## config.mk

```make
export PLATFORM = sky130hd
export DESIGN_NAME = rta_ram
export DESIGN_NICKNAME = d
export VERILOG_FILES = /design/src/rtl/rta_ram.sv
export SDC_FILE = /design/constraint.sdc
export NUM_CORES = 1
export LEC_CHECK = 0
export ABC_AREA = 1
export BUFFER_PORTS_ARGS = -buffer_cell sky130_fd_sc_hd__buf_2
export CAP_MARGIN = 20
export CORE_ASPECT_RATIO = 1.75
export CORE_UTILIZATION = 25
export CTS_CLUSTER_SIZE = 24
export DETAILED_ROUTE_END_ITERATION = 12
export PLACE_DENSITY = 0.42
export SLEW_MARGIN = 20
export SYNTH_ARGS = -nofsm -noshare
export SYNTH_HDL_FRONTEND = slang
export SYNTH_SLANG_ARGS = --single-unit
```

## constraint.sdc

```tcl
create_clock -name clk -period 1.8 [get_ports clk]
set_input_delay 0.45 -clock clk [delete_from_list [all_inputs] [get_ports clk]]
set_output_delay 0.45 -clock clk [all_outputs]
set_load 0.005 [all_outputs]
```

## src/rtl/rta_ram.sv

```systemverilog
// Generic single-write, single-read RAM with a registered read port.
`timescale 1ns / 1ps

module rta_ram #(
  parameter int WIDTH = 8,
  parameter int DEPTH = 16
) (
  input  logic                     clk,
  input  logic                     wr_en,
  input  logic [$clog2(DEPTH)-1:0] wr_addr,
  input  logic [WIDTH-1:0]         wr_data,
  input  logic                     rd_en,
  input  logic [$clog2(DEPTH)-1:0] rd_addr,
  output logic [WIDTH-1:0]         rd_data
);

  logic [WIDTH-1:0] mem [DEPTH];

  // Write port.
  always_ff @(posedge clk) begin
    if (wr_en) begin
      mem[wr_addr] <= wr_data;
    end
  end

  // Read port, registered.
  always_ff @(posedge clk) begin
    if (rd_en) begin
      rd_data <= mem[rd_addr];
    end
  end

endmodule

```

# Yosys cells after proc, flatten, opt, wreduce, memory -nomap -nowiden
# Memories as Yosys holds them, arrays and structs flattened. A register that Yosys moved wholly into a read port is not among the register bits.
# Index checks and enable logic that the tools add are counted.
dict set report op_classes {
  n_mux 2
}
# operator n
set ops {}
lappend ops {{1-bit 2-to-1 mux} 2}
dict set report word_totals {
  reg_bits 0
  ram_bits 128
  input_bits 19
  output_inout_bits 8
  elab_cells 3
  n_memories 1
}
# name words word_bits read_ports rd_clocked_by_memory_dff wr line
set mem_list {}
lappend mem_list {mem 16 8 1 1 1 17} ;# logic [WIDTH-1:0] mem [DEPTH];

# Depth between registers and ports, before layout
dict set report logic_depth {
  word_depth 2
  mapped_depth 8
  depth_no_buf 7
}

# Least setup slack after synthesis
# Ideal clock, no wire load.
dict set report synth_timing {
  kind {input port to flip-flop}
  start {input port wr_addr[2]}
  end {memory mem[10][0], enable pin}
  setup_time_ps 370
  t_arrival_ps 1031
  slack_ps 399
  path_stages 2
  path_buffers 0
  cell_sequence {nand3b_1 nor2_1}
}
# item line
set synth_rtl {}
lappend synth_rtl {{from (decl)} 10} ;# input logic [$clog2(DEPTH)-1:0] wr_addr,
lappend synth_rtl {{to (decl)} 17}
# No word-level cell before the write port.

==> flow_summary.json <==
{
  "status": "complete, no violations",
  "yosys_warnings": 0,
  "final_nets": 618,
  "postRouteAntennaNets": 0,
  "clkLatencyLatePin_ns": 0.41,
  "root_buffer": "clkbuf_16",
  "die_width_um": 117.6,
  "worst_hold_slack_ns": 0.3930,
  "clkSlewWorstSetupHoldPaths_ns": 0.06,
  "cts_made_buffers": 17,
  "ys_ff_latch": 136,
  "cp-start-kind": "primary input",
  "crit_slowest_cell": "buf_12",
  "drc_errors": 0,
  "p_sw_share_pct": 22.07,
  "crit_cells": 8,
  "core_region_area_um2": 22830,
  "synth.distinct_cells": 11,
  "avgSynthCellArea_um2": 10.61,
  "cp_num_buf_inv": 3,
  "critPathKind": "in -> reg",
  "dr.pass1.iters": 4,
  "worstPathMaxFanout": 53,
  "crit_path_max_incr_delay_ns": 0.25,
  "cts.sinks": 136,
  "antenna_found_initial": 0,
  "rsz0062_at_grt": "no",
  "p_comb_share_pct": 6.5,
  "synth_top_family_by_area": "simple AND/OR/NAND/NOR gates",
  "first_global_vias": 3960,
  "gp_congestion": 0.7854,
  "cts_tree": "done",
  "fin_crit_sh_pct": 78.51,
  "drive_above_1_share_pct": 12.93,
  "die_h_um": 204.3,
  "min_path_cells": 1,
  "synth.mux.area_fraction_pct": 0,
  "avgRoutedWirePerCell_um": 16.76,
  "place_inst": 880,
  "ys_seq_area_share_pct": 69.85,
  "vdd_drop_max_mv": 0.6537,
  "synth-compound-area-share_pct": 0,
  "start_util_pct": 25.61,
  "cp.arrival_ns": 1.57,
  "hold_viol": 0,
  "clkPwrFrac_pct": 43.4,
  "syn-instance-count": 551,
  "finalCoreUtilization_pct": 30.42,
  "clockBufferDepth": 2,
  "setup_viol": 0,
  "finalNonFillerCells": 911,
  "h-tree-depth": 4,
  "relSlewSlack_pct": 58.41,
  "r2r_cells": 6,
  "crit_required_ns": 1.96,
  "io_pins": 27,
  "crit_path_frequent_cell": "nand3_1",
  "syn_nets": 570,
  "endpoint_kind": "flop",
  "synth_area_um2": 5847,
  "fin_crit_ns": 1.413,
  "power_frac_seq_pct": 50.2,
  "overflow": 0,
  "synth_xor_area_share_pct": 0,
  "post_cts_buffers": 0,
  "worstMarginPinSlew_ns": 0.6230,
  "slew_viol_final": 0,
  "vias": 3883,
  "ctsResizeCount": 0,
  "skew_ns": 0.008679,
  "setup-tns-final_ns": 0,
  "p_sw_mw": 1.577,
  "grt_usage_pct": 13.27,
  "power_density_nw_per_um2": 1029,
  "yosys.area_share.adder_pct": 0,
  "io_buffer_count": 26,
  "first_iter_violations": 203,
  "fill_cells": 2405,
  "hold_buffers": 0,
  "cp_cell_sequence": "buf_2 > buf_12 > buf_4 > nand2_1 > nand3_1 > nand3_1 > nand3_1 > nand2_1",
  "p_leak_nw": 2.933,
  "rows": 73,
  "internal-power_mw": 5.569,
  "die_area_um2": 24030,
  "drv_cap": 0,
  "hold_class": "in -> reg",
  "grt_pass1_wl_um": 22960,
  "diodes": 0,
  "dpl.hpwl_um": 10350,
  "wirelength_um": 15270,
  "grt_max_degree": 54,
  "syn_to_final_growth_pct": 18.81,
  "synth-simple-area-share_pct": 20.76,
  "fmax_mhz": 707.6,
  "vias_per_cell": 4.262,
  "cp_top_family": "buffers and inverters"
}
logic make-up after synthesis:
logic type	count (synthesis)
buffers and inverters	126
DFF	136
and+or+nand+nor	289
metal layers:
metal	GRT usage (%)	part of all wire, %
met4	8.104	4.1
met1	13.28	38
met3	2.260	2.7
met2	25.27	55
met5	0	0
final cells by class:
type | count | area, um^2 | area share (%)
Tap cell | 300 | 375.4 | 5.403
Timing Repair Buffer | 53 | 370.4 | 5.331
Inverter | 102 | 382.9 | 5.512
Multi-Input combinational cell | 289 | 1214 | 17.47
Clock inverter | 11 | 83.83 | 1.207
Clock buffer | 20 | 436.7 | 6.286
Sequential cell | 136 | 4084 | 58.79
cell usage after synthesis (all sizes together):
cell	n	share of area, %
buf	24	2.8
nor2	17	1.1
nand3b	2	0.26
edfxtp	136	70
nand2	173	11
inv	102	6.5
nand3	97	8.3
registers in the layout, summed over array words and instances, names as in the netlist:
signal   flops
rd_data      8
mem        128
cell usage in the layout (no fill, tap or decap), types with 4 or more instances in the layout:
| master | netlist | layout |
|---|---|---|
| nand2_1 | 173 | 173 |
| edfxtp_1 | 136 | 136 |
| inv_1 | 100 | 100 |
| nand3_1 | 97 | 97 |
| buf_2 | 13 | 26 |
| buf_4 | 4 | 24 |
| nor2_1 | 17 | 17 |
| clkbuf_16 | 0 | 17 |
| clkinv_1 | 0 | 4 |
power groups by stage:
| stage | clock network, mW | logic [mW] | registers (mW) |
|---|---|---|---|
| final | 3.10 | 0.462 | 3.59 |
| after global routing | 3.28 | 0.508 | 3.59 |
| after CTS | 3.18 | 0.471 | 3.59 |
| after detailed placement | 0 | 0.470 | 3.65 |
| after global placement | 0 | 0.466 | 3.65 |
| after floorplan | 0 | 0.250 | 3.65 |
stage by stage:
step	cell area [um^2]	total power, mW	setup WS (ns)
floorplan	5847	3.901	0.3992
global placement	6426	4.119	0.02423
detailed placement	6426	4.123	0.01424
CTS	6947	7.242	0.3825
global route	6947	7.380	0.3582
finish	6947	7.146	0.3868
final timing paths:
kind	from	endpoint	slack [ns]
setup reg to reg	mem[6][1]$_DFFE_PP_	rd_data[1]$_DFFE_PP_	0.53
hold / removal	rd_en	rd_data[7]$_DFFE_PP_	0.39
setup / recovery	rd_addr[0]	rd_data[1]$_DFFE_PP_	0.39
hold reg to reg	mem[11][6]$_DFFE_PP_	rd_data[6]$_DFFE_PP_	0.74
Note: power is estimated with default switching activity, not from simulation.
